## config.mk

```make
export PLATFORM = sky130hd
export DESIGN_NAME = dual_rate_moving_average_permille_flat
export DESIGN_NICKNAME = d
export VERILOG_FILES = /design/src/rtl/drmap_pkg.sv /design/src/rtl/drmap_if.sv /design/src/rtl/dual_rate_moving_average_permille.sv /design/src/rtl/drmap_div.sv /design/src/rtl/drmap_dp.sv /design/src/rtl/drmap_ctrl.sv /design/src/flat_wrapper.sv
export SDC_FILE = /design/constraint.sdc
export NUM_CORES = 2
export LEC_CHECK = 0
export BUFFER_PORTS_ARGS = -buffer_cell sky130_fd_sc_hd__clkbuf_2
export CAP_MARGIN = 30
export CORE_ASPECT_RATIO = 0.5
export CORE_MARGIN = 5
export CORE_UTILIZATION = 50
export DETAILED_ROUTE_END_ITERATION = 8
export PLACE_DENSITY = 0.66
export SLEW_MARGIN = 20
export SYNTH_ARGS = -nofsm -noshare
export SYNTH_HDL_FRONTEND = slang
export SYNTH_SLANG_ARGS = --single-unit
export TNS_END_PERCENT = 100
```

## constraint.sdc

```tcl
create_clock -name clk -period 9.9 [get_ports clk]
set_input_delay 0.495 -clock clk [delete_from_list [all_inputs] [get_ports clk]]
set_output_delay 0.495 -clock clk [all_outputs]
set_load 0.005 [all_outputs]
```

## src/rtl/drmap_pkg.sv

```systemverilog
`timescale 1ns / 1ps
// ----------------------------------------------------------------------------
// drmap_pkg
// Shared widths, codes and control types for the dual rate moving average.
// ----------------------------------------------------------------------------
package drmap_pkg;

  localparam int SAMPLE_W       = 31;
  localparam int WIN_W          = 4;
  localparam int PM_W           = 16;
  localparam int CFG_IDX_W      = 2;
  localparam int MAX_WINDOW_DEF = 10;
  localparam int PERMILLE       = 1000;
  localparam int PERMILLE_W     = 10;
  localparam int WINDOW_RST     = 3;

  localparam logic [CFG_IDX_W-1:0] CFG_WINDOW  = 2'd0;
  localparam logic [CFG_IDX_W-1:0] CFG_IN_MAX  = 2'd1;
  localparam logic [CFG_IDX_W-1:0] CFG_OUT_MAX = 2'd2;

  localparam logic [PM_W-1:0] PM_SAT = '1;

  typedef enum logic [2:0] {
    ST_IDLE,
    ST_CHECK,
    ST_READ,
    ST_DROP,
    ST_STORE,
    ST_DIV_START,
    ST_DIV_RUN,
    ST_FINISH
  } state_t;

  typedef enum logic [2:0] {
    OP_RATE_IN,
    OP_RATE_OUT,
    OP_PM_IN,
    OP_PM_OUT,
    OP_PM_TOT
  } div_op_t;

  typedef struct packed {
    logic    latch_item;
    logic    rd_oldest;
    logic    drop;
    logic    store;
    logic    div_start;
    logic    div_capture;
    div_op_t div_op;
    logic    out_load;
  } dp_cmd_t;

  typedef struct packed {
    logic full;
    logic div_done;
  } dp_sts_t;

endpackage

```

## src/rtl/drmap_if.sv

```systemverilog
`timescale 1ns / 1ps
// ----------------------------------------------------------------------------
// drmap_if
// Sample, result and configuration channels (valid/ready transfer).
// ----------------------------------------------------------------------------
interface drmap_in_if;
  logic                          valid;
  logic                          ready;
  logic                          req_type;
  logic [drmap_pkg::SAMPLE_W-1:0] sample_value;

  modport source (output valid, output req_type, output sample_value, input ready);
  modport sink (input valid, input req_type, input sample_value, output ready);
endinterface

interface drmap_out_if;
  logic                          valid;
  logic                          ready;
  logic [drmap_pkg::SAMPLE_W-1:0] in_rate;
  logic [drmap_pkg::SAMPLE_W-1:0] out_rate;
  logic [drmap_pkg::PM_W-1:0]     in_permille;
  logic [drmap_pkg::PM_W-1:0]     out_permille;
  logic [drmap_pkg::PM_W-1:0]     total_permille;

  modport source (output valid, output in_rate, output out_rate, output in_permille,
                  output out_permille, output total_permille, input ready);
  modport sink (input valid, input in_rate, input out_rate, input in_permille,
                input out_permille, input total_permille, output ready);
endinterface

interface drmap_cfg_if;
  logic                            valid;
  logic                            ready;
  logic [drmap_pkg::CFG_IDX_W-1:0] index;
  logic [drmap_pkg::SAMPLE_W-1:0]  data;

  modport source (output valid, output index, output data, input ready);
  modport sink (input valid, input index, input data, output ready);
endinterface

```

## src/rtl/dual_rate_moving_average_permille.sv

```systemverilog
`timescale 1ns / 1ps
// ----------------------------------------------------------------------------
// dual_rate_moving_average_permille
// Receive/transmit moving averages of rate samples with permille readouts.
// ----------------------------------------------------------------------------
// Each sample transfer on in_ch updates the receive (req_type 0) or transmit
// (req_type 1) window and yields exactly one result transfer on out_ch: both
// mean rates and their permille of in_max, out_max and their sum, saturated at
// 65535. The result is offered, and the next sample can be taken, only once
// the old samples that no longer fit are dropped (usually 0 or 1), the sample is
// stored and the single shared serial divider, max(31 + clog2(MAX_WINDOW+1),
// 42) bits wide, has worked out all five quotients at one quotient bit per
// cycle. A finished result waits in an output register, so the next sample is
// taken while it is still pending; a result still waiting when the next one is
// ready stalls that one.
// cfg is always ready; write it only while idle.
module dual_rate_moving_average_permille #(
  parameter int MAX_WINDOW = drmap_pkg::MAX_WINDOW_DEF
) (
  input logic         clk,
  input logic         rst,
  drmap_in_if.sink    in_ch,
  drmap_out_if.source out_ch,
  drmap_cfg_if.sink   cfg
);

  drmap_pkg::dp_cmd_t cmd;
  drmap_pkg::dp_sts_t sts;

  assign cfg.ready = 1'b1;

  drmap_ctrl u_ctrl (
    .clk       (clk),
    .rst       (rst),
    .in_valid  (in_ch.valid),
    .in_ready  (in_ch.ready),
    .out_valid (out_ch.valid),
    .out_ready (out_ch.ready),
    .cmd       (cmd),
    .sts       (sts)
  );

  drmap_dp #(
    .MAX_WINDOW (MAX_WINDOW)
  ) u_dp (
    .clk            (clk),
    .rst            (rst),
    .cmd            (cmd),
    .sts            (sts),
    .req_type       (in_ch.req_type),
    .sample_value   (in_ch.sample_value),
    .cfg_we         (cfg.valid),
    .cfg_index      (cfg.index),
    .cfg_data       (cfg.data),
    .in_rate        (out_ch.in_rate),
    .out_rate       (out_ch.out_rate),
    .in_permille    (out_ch.in_permille),
    .out_permille   (out_ch.out_permille),
    .total_permille (out_ch.total_permille)
  );

endmodule

```

## src/rtl/drmap_div.sv

```systemverilog
`timescale 1ns / 1ps
// ----------------------------------------------------------------------------
// drmap_div
// Restoring unsigned divider, one quotient bit per cycle.
// ----------------------------------------------------------------------------
module drmap_div #(
  parameter int DVD_W = 42,
  parameter int DVS_W = 32
) (
  input  logic             clk,
  input  logic             rst,
  input  logic             start,
  input  logic [DVD_W-1:0] dividend,
  input  logic [DVS_W-1:0] divisor,
  output logic             done,
  output logic [DVD_W-1:0] quotient
);

  localparam int CNT_W = $clog2(DVD_W + 1);

  logic             running;
  logic [CNT_W-1:0] cnt;
  logic [DVS_W-1:0] rem;
  logic [DVS_W-1:0] dvs;
  logic [DVS_W:0]   trial;
  logic [DVS_W:0]   diff;

  assign trial = {rem, quotient[DVD_W-1]};
  assign diff  = trial - {1'b0, dvs};

  always_ff @(posedge clk) begin
    if (rst) begin
      running <= 1'b0;
      done    <= 1'b0;
      cnt     <= '0;
    end else begin
      done <= running && (cnt == CNT_W'(1));
      if (start && !running) begin
        running <= 1'b1;
        cnt     <= CNT_W'(DVD_W);
      end else if (running) begin
        cnt <= cnt - CNT_W'(1);
        if (cnt == CNT_W'(1)) begin
          running <= 1'b0;
        end
      end
    end
  end

  always_ff @(posedge clk) begin
    if (start && !running) begin
      quotient <= dividend;
      rem      <= '0;
      dvs      <= divisor;
    end else if (running) begin
      if (!diff[DVS_W]) begin
        rem      <= diff[DVS_W-1:0];
        quotient <= {quotient[DVD_W-2:0], 1'b1};
      end else begin
        rem      <= trial[DVS_W-1:0];
        quotient <= {quotient[DVD_W-2:0], 1'b0};
      end
    end
  end

endmodule

```

## src/rtl/drmap_dp.sv

```systemverilog
`timescale 1ns / 1ps
// ----------------------------------------------------------------------------
// drmap_dp
// Datapath: sample stores, running sums, divider operands, result registers.
// ----------------------------------------------------------------------------
module drmap_dp #(
  parameter int MAX_WINDOW = drmap_pkg::MAX_WINDOW_DEF
) (
  input  logic                             clk,
  input  logic                             rst,
  input  drmap_pkg::dp_cmd_t               cmd,
  output drmap_pkg::dp_sts_t               sts,
  input  logic                             req_type,
  input  logic [drmap_pkg::SAMPLE_W-1:0]   sample_value,
  input  logic                             cfg_we,
  input  logic [drmap_pkg::CFG_IDX_W-1:0]  cfg_index,
  input  logic [drmap_pkg::SAMPLE_W-1:0]   cfg_data,
  output logic [drmap_pkg::SAMPLE_W-1:0]   in_rate,
  output logic [drmap_pkg::SAMPLE_W-1:0]   out_rate,
  output logic [drmap_pkg::PM_W-1:0]       in_permille,
  output logic [drmap_pkg::PM_W-1:0]       out_permille,
  output logic [drmap_pkg::PM_W-1:0]       total_permille
);

  localparam int SW        = drmap_pkg::SAMPLE_W;
  localparam int IDX_W     = (MAX_WINDOW > 1) ? $clog2(MAX_WINDOW) : 1;
  localparam int CNT_W     = $clog2(MAX_WINDOW + 1);
  localparam int SUM_W     = SW + CNT_W;
  localparam int CMP_W     = (CNT_W > drmap_pkg::WIN_W) ? CNT_W : drmap_pkg::WIN_W;
  localparam int PM_NUM_W  = SW + 1 + drmap_pkg::PERMILLE_W;
  localparam int DVD_W     = (SUM_W > PM_NUM_W) ? SUM_W : PM_NUM_W;
  localparam int DVS_W     = SW + 1;
  localparam int MEM_D     = 2 << IDX_W;

  // configuration
  logic [drmap_pkg::WIN_W-1:0] window_size;
  logic [SW-1:0]               in_max;
  logic [SW-1:0]               out_max;

  // channel state, index 0 receive, 1 transmit
  logic [CNT_W-1:0] count  [2];
  logic [IDX_W-1:0] oldest [2];
  logic [SUM_W-1:0] sum    [2];
  logic [SW-1:0]    mem    [MEM_D];

  logic          chan;
  logic [SW-1:0] sample;
  logic [SW-1:0] rdata;
  logic          den_zero;

  logic [SW-1:0]                res_in_rate;
  logic [SW-1:0]                res_out_rate;
  logic [drmap_pkg::PM_W-1:0]   res_in_pm;
  logic [drmap_pkg::PM_W-1:0]   res_out_pm;
  logic [drmap_pkg::PM_W-1:0]   res_tot_pm;

  logic [CMP_W-1:0] eff_win;
  logic [CNT_W:0]   slot_sum;
  logic [IDX_W-1:0] slot;
  logic [IDX_W-1:0] oldest_inc;
  logic [DVS_W-1:0] pm_num;
  logic [DVD_W-1:0] dvd;
  logic [DVS_W-1:0] dvs;
  logic             div_done;
  logic [DVD_W-1:0] quotient;
  logic [DVD_W-1:0] q_res;
  logic [drmap_pkg::PM_W-1:0] q_sat;

  // effective window: 0 acts as 1, clipped to MAX_WINDOW
  always_comb begin
    if (window_size == '0) begin
      eff_win = CMP_W'(1);
    end else if (CMP_W'(window_size) > CMP_W'(MAX_WINDOW)) begin
      eff_win = CMP_W'(MAX_WINDOW);
    end else begin
      eff_win = CMP_W'(window_size);
    end
  end

  assign sts.full = CMP_W'(count[chan]) >= eff_win;

  always_comb begin
    slot_sum = (CNT_W + 1)'(oldest[chan]) + (CNT_W + 1)'(count[chan]);
    if (slot_sum >= (CNT_W + 1)'(MAX_WINDOW)) begin
      slot_sum = slot_sum - (CNT_W + 1)'(MAX_WINDOW);
    end
    slot = slot_sum[IDX_W-1:0];
  end

  assign oldest_inc = (oldest[chan] == IDX_W'(MAX_WINDOW - 1)) ? '0
                                                              : oldest[chan] + IDX_W'(1);

  always_ff @(posedge clk) begin
    if (rst) begin
      window_size <= drmap_pkg::WIN_W'(drmap_pkg::WINDOW_RST);
      in_max      <= '0;
      out_max     <= '0;
    end else if (cfg_we) begin
      case (cfg_index)
        drmap_pkg::CFG_WINDOW:  window_size <= cfg_data[drmap_pkg::WIN_W-1:0];
        drmap_pkg::CFG_IN_MAX:  in_max      <= cfg_data;
        drmap_pkg::CFG_OUT_MAX: out_max     <= cfg_data;
        default: ;
      endcase
    end
  end

  always_ff @(posedge clk) begin
    if (cmd.latch_item) begin
      chan   <= req_type;
      sample <= sample_value;
    end
  end

  always_ff @(posedge clk) begin
    if (rst) begin
      for (int i = 0; i < 2; i++) begin
        count[i]  <= '0;
        oldest[i] <= '0;
        sum[i]    <= '0;
      end
    end else if (cmd.drop) begin
      sum[chan]    <= sum[chan] - SUM_W'(rdata);
      oldest[chan] <= oldest_inc;
      count[chan]  <= count[chan] - CNT_W'(1);
    end else if (cmd.store) begin
      sum[chan]   <= sum[chan] + SUM_W'(sample);
      count[chan] <= count[chan] + CNT_W'(1);
    end
  end

  always_ff @(posedge clk) begin
    if (cmd.store) begin
      mem[{chan, slot}] <= sample;
    end
    if (cmd.rd_oldest) begin
      rdata <= mem[{chan, oldest[chan]}];
    end
  end

  // divider operands
  always_comb begin
    pm_num = '0;
    dvd    = '0;
    dvs    = '0;
    case (cmd.div_op)
      drmap_pkg::OP_RATE_IN: begin
        dvd = DVD_W'(sum[0]);
        dvs = DVS_W'(count[0]);
      end
      drmap_pkg::OP_RATE_OUT: begin
        dvd = DVD_W'(sum[1]);
        dvs = DVS_W'(count[1]);
      end
      drmap_pkg::OP_PM_IN: begin
        pm_num = DVS_W'(res_in_rate);
        dvs    = DVS_W'(in_max);
      end
      drmap_pkg::OP_PM_OUT: begin
        pm_num = DVS_W'(res_out_rate);
        dvs    = DVS_W'(out_max);
      end
      drmap_pkg::OP_PM_TOT: begin
        pm_num = DVS_W'(res_in_rate) + DVS_W'(res_out_rate);
        dvs    = DVS_W'(in_max) + DVS_W'(out_max);
      end
      default: ;
    endcase
    if (cmd.div_op != drmap_pkg::OP_RATE_IN && cmd.div_op != drmap_pkg::OP_RATE_OUT) begin
      dvd = DVD_W'(PM_NUM_W'(pm_num) * PM_NUM_W'(drmap_pkg::PERMILLE));
    end
  end

  always_ff @(posedge clk) begin
    if (cmd.div_start) begin
      den_zero <= (dvs == '0);
    end
  end

  drmap_div #(
    .DVD_W (DVD_W),
    .DVS_W (DVS_W)
  ) u_div (
    .clk      (clk),
    .rst      (rst),
    .start    (cmd.div_start),
    .dividend (dvd),
    .divisor  (dvs),
    .done     (div_done),
    .quotient (quotient)
  );

  assign sts.div_done = div_done;

  assign q_res = den_zero ? '0 : quotient;
  assign q_sat = (q_res[DVD_W-1:drmap_pkg::PM_W] != '0) ? drmap_pkg::PM_SAT
                                                         : q_res[drmap_pkg::PM_W-1:0];

  always_ff @(posedge clk) begin
    if (cmd.div_capture) begin
      case (cmd.div_op)
        drmap_pkg::OP_RATE_IN:  res_in_rate  <= q_res[SW-1:0];
        drmap_pkg::OP_RATE_OUT: res_out_rate <= q_res[SW-1:0];
        drmap_pkg::OP_PM_IN:    res_in_pm    <= q_sat;
        drmap_pkg::OP_PM_OUT:   res_out_pm   <= q_sat;
        drmap_pkg::OP_PM_TOT:   res_tot_pm   <= q_sat;
        default: ;
      endcase
    end
  end

  // output register
  always_ff @(posedge clk) begin
    if (cmd.out_load) begin
      in_rate        <= res_in_rate;
      out_rate       <= res_out_rate;
      in_permille    <= res_in_pm;
      out_permille   <= res_out_pm;
      total_permille <= res_tot_pm;
    end
  end

endmodule

```

## src/rtl/drmap_ctrl.sv

```systemverilog
`timescale 1ns / 1ps
// ----------------------------------------------------------------------------
// drmap_ctrl
// Controller: window trimming, sample store, division sequence, output handoff.
// ----------------------------------------------------------------------------
module drmap_ctrl (
  input  logic               clk,
  input  logic               rst,
  input  logic               in_valid,
  output logic               in_ready,
  output logic               out_valid,
  input  logic               out_ready,
  output drmap_pkg::dp_cmd_t cmd,
  input  drmap_pkg::dp_sts_t sts
);

  drmap_pkg::state_t  state;
  drmap_pkg::state_t  state_next;
  drmap_pkg::div_op_t op;
  drmap_pkg::div_op_t op_next;
  logic               out_valid_next;

  always_ff @(posedge clk) begin
    if (rst) begin
      state     <= drmap_pkg::ST_IDLE;
      op        <= drmap_pkg::OP_RATE_IN;
      out_valid <= 1'b0;
    end else begin
      state     <= state_next;
      op        <= op_next;
      out_valid <= out_valid_next;
    end
  end

  always_comb begin
    state_next     = state;
    op_next        = op;
    out_valid_next = out_valid && !out_ready;
    in_ready       = 1'b0;
    cmd            = '0;
    cmd.div_op     = op;

    case (state)
      drmap_pkg::ST_IDLE: begin
        in_ready = 1'b1;
        if (in_valid) begin
          cmd.latch_item = 1'b1;
          state_next     = drmap_pkg::ST_CHECK;
        end
      end
      drmap_pkg::ST_CHECK: begin
        state_next = sts.full ? drmap_pkg::ST_READ : drmap_pkg::ST_STORE;
      end
      drmap_pkg::ST_READ: begin
        cmd.rd_oldest = 1'b1;
        state_next    = drmap_pkg::ST_DROP;
      end
      drmap_pkg::ST_DROP: begin
        cmd.drop   = 1'b1;
        state_next = drmap_pkg::ST_CHECK;
      end
      drmap_pkg::ST_STORE: begin
        cmd.store  = 1'b1;
        op_next    = drmap_pkg::OP_RATE_IN;
        state_next = drmap_pkg::ST_DIV_START;
      end
      drmap_pkg::ST_DIV_START: begin
        cmd.div_start = 1'b1;
        state_next    = drmap_pkg::ST_DIV_RUN;
      end
      drmap_pkg::ST_DIV_RUN: begin
        if (sts.div_done) begin
          cmd.div_capture = 1'b1;
          state_next      = drmap_pkg::ST_DIV_START;
          case (op)
            drmap_pkg::OP_RATE_IN:  op_next = drmap_pkg::OP_RATE_OUT;
            drmap_pkg::OP_RATE_OUT: op_next = drmap_pkg::OP_PM_IN;
            drmap_pkg::OP_PM_IN:    op_next = drmap_pkg::OP_PM_OUT;
            drmap_pkg::OP_PM_OUT:   op_next = drmap_pkg::OP_PM_TOT;
            default:                state_next = drmap_pkg::ST_FINISH;
          endcase
        end
      end
      drmap_pkg::ST_FINISH: begin
        if (!out_valid || out_ready) begin
          cmd.out_load   = 1'b1;
          out_valid_next = 1'b1;
          state_next     = drmap_pkg::ST_IDLE;
        end
      end
      default: begin
        state_next = drmap_pkg::ST_IDLE;
      end
    endcase
  end

endmodule

```

## src/flat_wrapper.sv

```systemverilog
// flat-port wrapper written by rule: the top's interface ports become plain ports
module dual_rate_moving_average_permille_flat 
#(
  parameter int MAX_WINDOW = drmap_pkg::MAX_WINDOW_DEF
)
  (clk, rst, in_ch_valid, in_ch_req_type, in_ch_sample_value, in_ch_ready, out_ch_valid, out_ch_in_rate, out_ch_out_rate, out_ch_in_permille, out_ch_out_permille, out_ch_total_permille, out_ch_ready, cfg_valid, cfg_index, cfg_data, cfg_ready);
  drmap_in_if in_ch_i ();
  drmap_out_if out_ch_i ();
  drmap_cfg_if cfg_i ();
  input logic clk;
  input logic rst;
  input wire logic [$bits(in_ch_i.valid)-1:0] in_ch_valid;
  input wire logic [$bits(in_ch_i.req_type)-1:0] in_ch_req_type;
  input wire logic [$bits(in_ch_i.sample_value)-1:0] in_ch_sample_value;
  output wire logic [$bits(in_ch_i.ready)-1:0] in_ch_ready;
  output wire logic [$bits(out_ch_i.valid)-1:0] out_ch_valid;
  output wire logic [$bits(out_ch_i.in_rate)-1:0] out_ch_in_rate;
  output wire logic [$bits(out_ch_i.out_rate)-1:0] out_ch_out_rate;
  output wire logic [$bits(out_ch_i.in_permille)-1:0] out_ch_in_permille;
  output wire logic [$bits(out_ch_i.out_permille)-1:0] out_ch_out_permille;
  output wire logic [$bits(out_ch_i.total_permille)-1:0] out_ch_total_permille;
  input wire logic [$bits(out_ch_i.ready)-1:0] out_ch_ready;
  input wire logic [$bits(cfg_i.valid)-1:0] cfg_valid;
  input wire logic [$bits(cfg_i.index)-1:0] cfg_index;
  input wire logic [$bits(cfg_i.data)-1:0] cfg_data;
  output wire logic [$bits(cfg_i.ready)-1:0] cfg_ready;
  assign in_ch_i.valid = in_ch_valid;
  assign in_ch_i.req_type = in_ch_req_type;
  assign in_ch_i.sample_value = in_ch_sample_value;
  assign in_ch_ready = in_ch_i.ready;
  assign out_ch_valid = out_ch_i.valid;
  assign out_ch_in_rate = out_ch_i.in_rate;
  assign out_ch_out_rate = out_ch_i.out_rate;
  assign out_ch_in_permille = out_ch_i.in_permille;
  assign out_ch_out_permille = out_ch_i.out_permille;
  assign out_ch_total_permille = out_ch_i.total_permille;
  assign out_ch_i.ready = out_ch_ready;
  assign cfg_i.valid = cfg_valid;
  assign cfg_i.index = cfg_index;
  assign cfg_i.data = cfg_data;
  assign cfg_ready = cfg_i.ready;
  dual_rate_moving_average_permille #(.MAX_WINDOW(MAX_WINDOW)) u_core (.clk(clk), .rst(rst), .in_ch(in_ch_i), .out_ch(out_ch_i), .cfg(cfg_i));
endmodule
```

# After elaboration in Yosys (flattened, before gate mapping)
# Memories as Yosys holds them, arrays and structs flattened. A register that Yosys moved wholly into a read port is not among the register bits.
# Cells that the tools add are included.
word_totals:
  in_bits: 70
  ram_bits: 1078
  output_inout_bits: 113
  mem_count: 4
  word_cells: 164
  regBits: 440
op_classes:
  addsub: 11
  mux: 65
  n_eq_ne: 20
  n_lt_le_gt_ge: 3
  n_mul: 1
  bitwise: 2
  reduce_logical: 32
memory_table:
  columns: ["memory", "words", "word_bits", "rd", "rd_ports_with_merged_regs", "wr", "line_no", "rtl"]
  rows:
  - ["u_core.u_dp.mem", 32, 31, 1, 1, 1, "drmap_dp.sv:44", "logic [SW-1:0] mem [MEM_D];"]
  - ["u_core.u_dp.sum", 2, 35, 3, 1, 2, "drmap_dp.sv:43", "logic [SUM_W-1:0] sum [2];"]
  - ["u_core.u_dp.count", 2, 4, 3, 1, 2, "drmap_dp.sv:41", "logic [CNT_W-1:0] count [2];"]
  - ["u_core.u_dp.oldest", 2, 4, 1, 1, 2, "drmap_dp.sv:42", "logic [IDX_W-1:0] oldest [2];"]
ops:
  columns: ["cell", "count"]
  rows:
  - ["42-bit 2-to-1 mux", 4]
  - ["32-bit one-hot mux with 5 select lines", 1]
  - ["32-bit one-hot mux with 3 select lines", 1]
  - ["35-bit 2-to-1 mux", 2]
  - ["35-bit one-hot mux with 2 select lines", 1]
  - ["31-bit by 31-bit adder with 32-bit output", 2]
  - ["32-bit by 7-bit multiplier with 39-bit output, second input constant", 1]
  - ["1-bit 2-to-1 mux", 36]
  - ["35-bit by 31-bit adder with 35-bit output", 1]
  - ["35-bit OR reduction", 1]
  - ["35-bit by 31-bit subtractor with 35-bit output", 1]
  - ["33-bit by 32-bit subtractor with 33-bit output", 1]
  - ["32-bit zero test", 1]
  - ["32-bit 2-to-1 mux", 1]
  - ["4-bit 2-to-1 mux", 7]
  - ["26-bit nonzero test", 1]
  - ["3-bit one-hot mux with 8 select lines", 1]
  - ["16-bit 2-to-1 mux", 1]
  - ["2-bit AND reduction", 8]
  - ["3-bit == test, second input constant", 5]
  - ["3-bit 2-to-1 mux", 5]
  - ["3-bit by 2-bit == test with 1-bit output, second input constant", 4]
  - ["6-bit 2-to-1 mux", 2]
  - ["3-bit one-hot mux with 4 select lines", 1]
  - ["30 further kinds", 45]

# Logic depth before layout (Yosys ltp)
logic_depth:
  depth_word: 9
  ltp_mapped: 33
  mapped_depth_nobuf: 33

# Hierarchy
# Synthesis repeated with hierarchy kept, for this count alone.
hier_totals:
  hier_cells: 6279
  area_unflattened_um2: 74061.0
modules_own_cells:
  columns: ["module", "cells_each", "instances", "area_each_um2", "seq_area_each_um2"]
  rows:
  - ["drmap_dp", 5624, 1, 67284.5, 42240.5]
  - ["drmap_div", 601, 1, 6356.1, 3022.9]
  - ["drmap_ctrl", 52, 1, 409.1, 140.1]
  - ["dual_rate_moving_average_permille", 2, 1, 11.3, 0.0]

# Least setup slack after synthesis
# OpenSTA, ideal clock, no wires.
synth_timing:
  path_kind: "reg-to-reg"
  from: "register u_core.u_dp.res_in_rate[0]"
  to: "register u_core.u_dp.u_div.quotient[41] (data pin)"
  stages_incl_launch_ff: 32
  path_slack_ps: 2809
  t_required_ps: 9644
  n_path_buf: 0
  period_less_slack_ps: 7091
  arrival_ps: 6835
  setup_time_ps: 256
  cell_sequence: "edfxtp_1 -> ha_1 -> inv_1 -> fa_1 -> nor2b_1 -> o21ai_0 -> a21boi_1 -> o2111a_1 -> nand2b_1 -> a41o_1 -> nor2_1 -> nor2_1 -> nor2_1 -> xnor2_1 -> a21oi_1 -> fa_1 -> fa_1 -> fa_1 -> fa_1 -> inv_1 -> ha_1 -> or3_1 -> o21ai_0 -> a21oi_1 -> nand3_1 -> o21ai_1 -> o31a_1 -> a31o_2 -> a31oi_1 -> o21ai_1 -> xnor2_1 -> a22o_1"
synth_via:
  elab_chain_len: 5
synth_lines:
  columns: ["item", "line_no", "rtl"]
  rows:
  - ["from (decl)", "drmap_dp.sv:51", "logic [SW-1:0] res_in_rate;"]
  - ["from (signal assigned)", "drmap_dp.sv:202", "drmap_pkg::OP_RATE_IN: res_in_rate <= q_res[SW-1:0];"]
  - ["31-bit by 31-bit adder with 32-bit output", "drmap_dp.sv:164", "pm_num = DVS_W'(res_in_rate) + DVS_W'(res_out_rate);"]
  - ["32-bit one-hot mux with 3 select lines *", "drmap_dp.sv:146", "case (cmd.div_op)"]
  - ["32-bit by 7-bit multiplier with 39-bit output *", "drmap_dp.sv:170", "dvd = DVD_W'(PM_NUM_W'(pm_num) * PM_NUM_W'(drmap_pkg::PERMILLE));"]
  - ["42-bit 2-to-1 mux *", "drmap_dp.sv:169", "if (cmd.div_op != drmap_pkg::OP_RATE_IN && cmd.div_op != drmap_pkg::OP_RATE_OUT) begin"]
  - ["42-bit 2-to-1 mux *", "drmap_div.sv:51", "if (start && !running) begin"]
  - ["to (signal assigned)", "drmap_div.sv:52", "quotient <= dividend;"]
  - ["to (signal assigned)", "drmap_div.sv:58", "quotient <= {quotient[DVD_W-2:0], 1'b1};"]
  - ["to (signal assigned)", "drmap_div.sv:61", "quotient <= {quotient[DVD_W-2:0], 1'b0};"]
  - ["to (decl)", "drmap_div.sv:16", "output logic [DVD_W-1:0] quotient"]
# Every way passes the cells marked *; elsewhere a longest branch is shown, timed or not.
# A chain may end at the register's enable or synchronous reset.

# Worst setup path in the final report
# Ends and elaborated chain as after synthesis.

==> results.md <==
- The run finished with clean final reports.
- The detail route stage leaves a number of antenna-violating nets equal to 0.
- The post-synthesis cell type count is 103.
- TritonCTS built the clock tree.
- The critical path startpoint is u_core.u_dp.res_in_rate[0].
- The chip height is 282 µm.
- For this run, the top clock speed supported by timing is 123 MHz.
- The clock reaches the later pin of the worst-skew pair after 0.80 ns.
- After detailed routing, the average wire length per cell comes to 23.0 µm.
- The fraction of post-synthesis cell area in the top cell type by area is 58.4%.
- The first-pass GRT wire length is 296 mm.
- The root cell of the clock tree is sky130_fd_sc_hd__clkbuf_16.
- The peak fanout along the critical path is 7.
- The overall die width is 553 µm.
- The critical path ends at u_core.u_dp.u_div.quotient[41].
- In the routed design, unresolved DRC markers number 0.
- The number of placement rows is 99.
- STA classifies the critical path endpoint as a register.
- The standard cell with the maximum stage delay on the critical path is sky130_fd_sc_hd__fa_1.
- Synthesis produced a netlist with a net count of 6,657.
- Counting every sink on the clock net gives 1,550.
- The post-layout instance count excluding filler cells is 8,492.
- Clock-pin slew was measured on the worst setup and hold paths at 0.06 ns.
- At the end of routability-driven placement, the weighted congestion stood at 0.879.
- The H-tree was split into 4 levels.
- The maximum clock skew at final layout is 0.0716 ns.
- The startpoint identified for the worst register-to-register timing path is u_core.u_dp.res_in_rate[0].
- For this design the static power due to leakage is 30.4 nW.
- After synthesis, the share of flip-flops with an asynchronous set or reset is 0%.
- The count of input and output buffers is 181.
- The number of antenna violations at the first check in global routing is 3.
- The overall routing resource usage is 24.5%.
- The worst stage delay on the critical path is 0.57 ns.
- IR analysis of the VDD net gives a maximum drop of 142 µV.
- The routed layout has 50,200 vias.
- The area growth from synthesis to layout is 11.9%.
- The mapped netlist covers 73,800 µm².
- Wire segments on met3 add up to 16.8 mm in the final route.
- Using the TritonRoute via totals, the vias-per-cell ratio works out to 5.91.
- The endpoint of the worst-slack reg-to-reg timing path is u_core.u_dp.u_div.quotient[41].
- The setup violation total in the final timing report is 0.
- The largest delay contributor family on the critical path is compound AO/OA/AOI/OAI gates.
- For this block, the routed nets add up to 195 mm of wire.
- The largest net degree at the start of global routing is 169.
- The starting utilization of the core area is 50.5%.
- Global routing finished with a remaining overflow of 0.
- The leading cell type by number of instances after synthesis is sky130_fd_sc_hd__edfxtp_1.
- The logic depth of the worst register-to-register path is 29.
- Yosys printed 0 warnings.
- The max-capacitance violation count is 0.
- The class of the tightest hold or removal check is in2reg.
- The detailed-route wire length on metal 1 is 87.8 mm.
- The area inside the core boundary is 146,000 µm².
- For the worst setup path, the data required time is 10.39 ns.
- The predominant post-synthesis flop cell is sky130_fd_sc_hd__edfxtp_1.
- The floorplan die area is 156,000 µm².
- In this run the deepest clock path goes through 4 buffers.
- After synthesis, the most frequently instantiated cells are sky130_fd_sc_hd__edfxtp_1, sky130_fd_sc_hd__nand2_1, sky130_fd_sc_hd__nand3_1, sky130_fd_sc_hd__clkbuf_1, sky130_fd_sc_hd__nor2_1.
- The highest layer touched by signal routing is met5.
- During I/O placement, the number of pins put on the boundary was 183.
- Counting tap cells, the placed design contains a total of 8,177 instances.
- For this run, the detailed router's first-pass iteration total came to 6.
- The cell taking the most area after synthesis is sky130_fd_sc_hd__edfxtp_1.
- The post-route setup TNS is 0 ns.
- Sorting the synthesized cells by area gives the leading types as sky130_fd_sc_hd__edfxtp_1, sky130_fd_sc_hd__nand2_1, sky130_fd_sc_hd__ha_1.
- The average instance in the mapped netlist occupies 11.8 µm².
- The arrival time of the worst setup path is 8.64 ns.
- The number of global-route vias before repair is 48,400.
- Among the stages of the critical path, the cell type that occurs most often is sky130_fd_sc_hd__fa_1.
- Setup repair after global routing left no endpoint under its margin.
- The worst hold path was traced through 3 stages.
- The clock period minus worst slack is 8.15 ns.
- The number of nets in the final layout is 6,842.
- The max-slew violation count was 0.
- The layout has 11,800 filler cells.
- Headroom to the max-slew limit came out at 28.1%.
- The number of enable flip-flop cells after synthesis is 1,436.
- Together, buffers and inverters on the worst path number 2.
- The slew at the pin closest to its max-slew limit is 1.07 ns.
- The initial detailed-routing violation count is 6,162.
- STA classifies the critical path startpoint as a register.
- The number of standard cells after synthesis is 6,237.
- Summed over all nets, wire length on met2 after detailed routing comes to 85.5 mm.
- The synthesized design contains 1,550 register bits.
- The post-route clock period utilization is 82.3%.
- After synthesis, flip-flops and latches occupy 61.5% of the total area.
- The number of resized instances in the post-cts repair step is 0.
- The slack of the worst reg-to-reg path is 1.75 ns.
- Dividing total power by cell area gives a power density of 201 nW/µm².
- The count of cell instances traversed by the critical path is 29.
- The half-perimeter wire length after placement is 119 mm.
- Counting the buffers created by CTS gives 149.
- The share of layout cells above drive strength 1 is 10.2%.
- The critical path class is reg2reg.
- The number of hold-slack violations in the final timing report is 0.
- The post-CTS setup-driven buffer insertion count is 0.
[per-stage QoR]
step | hold slack [ns] | total power, W | setup slack [ns] | cell area, µm² | utilization (%)
finish | 0.0577 | 0.0166 | 1.75 | 82600 | 56.5
global route | 0.0156 | 0.0173 | 1.25 | 82600 | 56.5
CTS | 0.00759 | 0.0166 | 1.79 | 82500 | 56.4
detailed placement | 0.405 | 0.0112 | 1.87 | 77400 | 52.9
global placement | 0.404 | 0.0111 | 1.94 | 77100 | 52.8
floorplan | 0.400 | 0.0101 | 2.81 | 73800 | -
[how the worst min path moves through the flow]
stage                                   start                     endpoint
floorplan            u_core.u_dp.res_in_pm[0]   u_core.u_dp.in_permille[0]
global placement    u_core.u_dp.res_out_pm[4]  u_core.u_dp.out_permille[4]
detailed placement   u_core.u_dp.res_in_pm[4]   u_core.u_dp.in_permille[4]
CTS                    in_ch_sample_value[24]       u_core.u_dp.sample[24]
global route                      cfg_data[0]   u_core.u_dp.window_size[0]
finish                            cfg_data[0]        u_core.u_dp.in_max[0]
[logic make-up after synthesis]
family                   after synthesis  synth area share (%)
multiplexers                         186                  2.72
flip-flops                          1550                  61.5
adder cells (fa/ha/maj)              351                  7.21
XOR/XNOR                             174                  2.07
buffers and inverters                575                  2.98
other                                  1               0.00508
AO/OA/AOI/OAI                        974                  9.06
AND/OR/NAND/NOR                     2426                  14.4
[worst reg2reg max path, delay by kind of cell, from the launching register on]
| family | cells | cell delay (ns) |
|---|---|---|
| AO/OA/AOI/OAI | 14 | 3.61 |
| XOR/XNOR | 2 | 0.31 |
| adder cells (fa/ha/maj) | 7 | 3.09 |
| buffers and inverters | 2 | 0.10 |
| flip-flops | 1 | 0.37 |
| AND/OR/NAND/NOR | 4 | 0.44 |
[final cells by class]
cell class | instances | area [µm²] | area share [%]
Antenna cell | 1 | 2.50 | 0.00303
Inverter | 243 | 927 | 1.12
Clock inverter | 76 | 626 | 0.758
Sequential cell | 1550 | 45400 | 55.0
Multi-Input combinational cell | 4112 | 26500 | 32.1
Clock buffer | 175 | 3880 | 4.70
Timing Repair Buffer | 366 | 2720 | 3.29
Tap cell | 1969 | 2460 | 2.98
[where the power goes]
part | switching, W | total (W) | internal, W
combinational | 0.00221 | 0.00335 | 0.00114
sequential | 0.000160 | 0.00775 | 0.00759
clock | 0.00245 | 0.00546 | 0.00301
[cell usage in the layout (no fill, tap or decap), drive strengths merged, types with 16 or more instances in the layout]
master	n
nor3	42
a31oi	46
nand4	19
xor2	70
mux2i	119
nand3	534
inv	248
a22o	22
edfxtp	1436
nor4	21
o21bai	23
o22ai	22
a311oi	159
o211ai	16
nand2	1307
a21oi	249
o21a	30
o21ai	173
mux2	65
clkbuf	355
and3	78
nor2	262
a211oi	20
xnor2	104
dlygate4sd3	59
nand2b	46
fa	124
nor2b	55
ha	226
a21o	114
buf	127
clkinv	61
dfxtp	114
[layer usage]
metal | track usage [%] | vias to the layer above
met2 | 37.4 | 2174
met5 | 0 | -
met1 | 36.9 | 24600
met3 | 3.99 | 353
li1 | - | 23000
met4 | 6.41 | 2
[timing repair]
action                                  4_1_cts  5_1_grt
endpoints found under the setup margin        0        0
hold buffers                                 59        0
hold endpoints to repair                     88        0
[flip-flops by register name (all words and copies together), names as in the netlist, 32 cells and up, named ones only]
register,cells
u_core.u_dp.mem,992
u_core.u_dp.sum,70
u_core.u_dp.u_div.quotient,42
u_core.u_dp.u_div.dvs,32
u_core.u_dp.u_div.rem,32
Power figures use the tool's default switching activity.
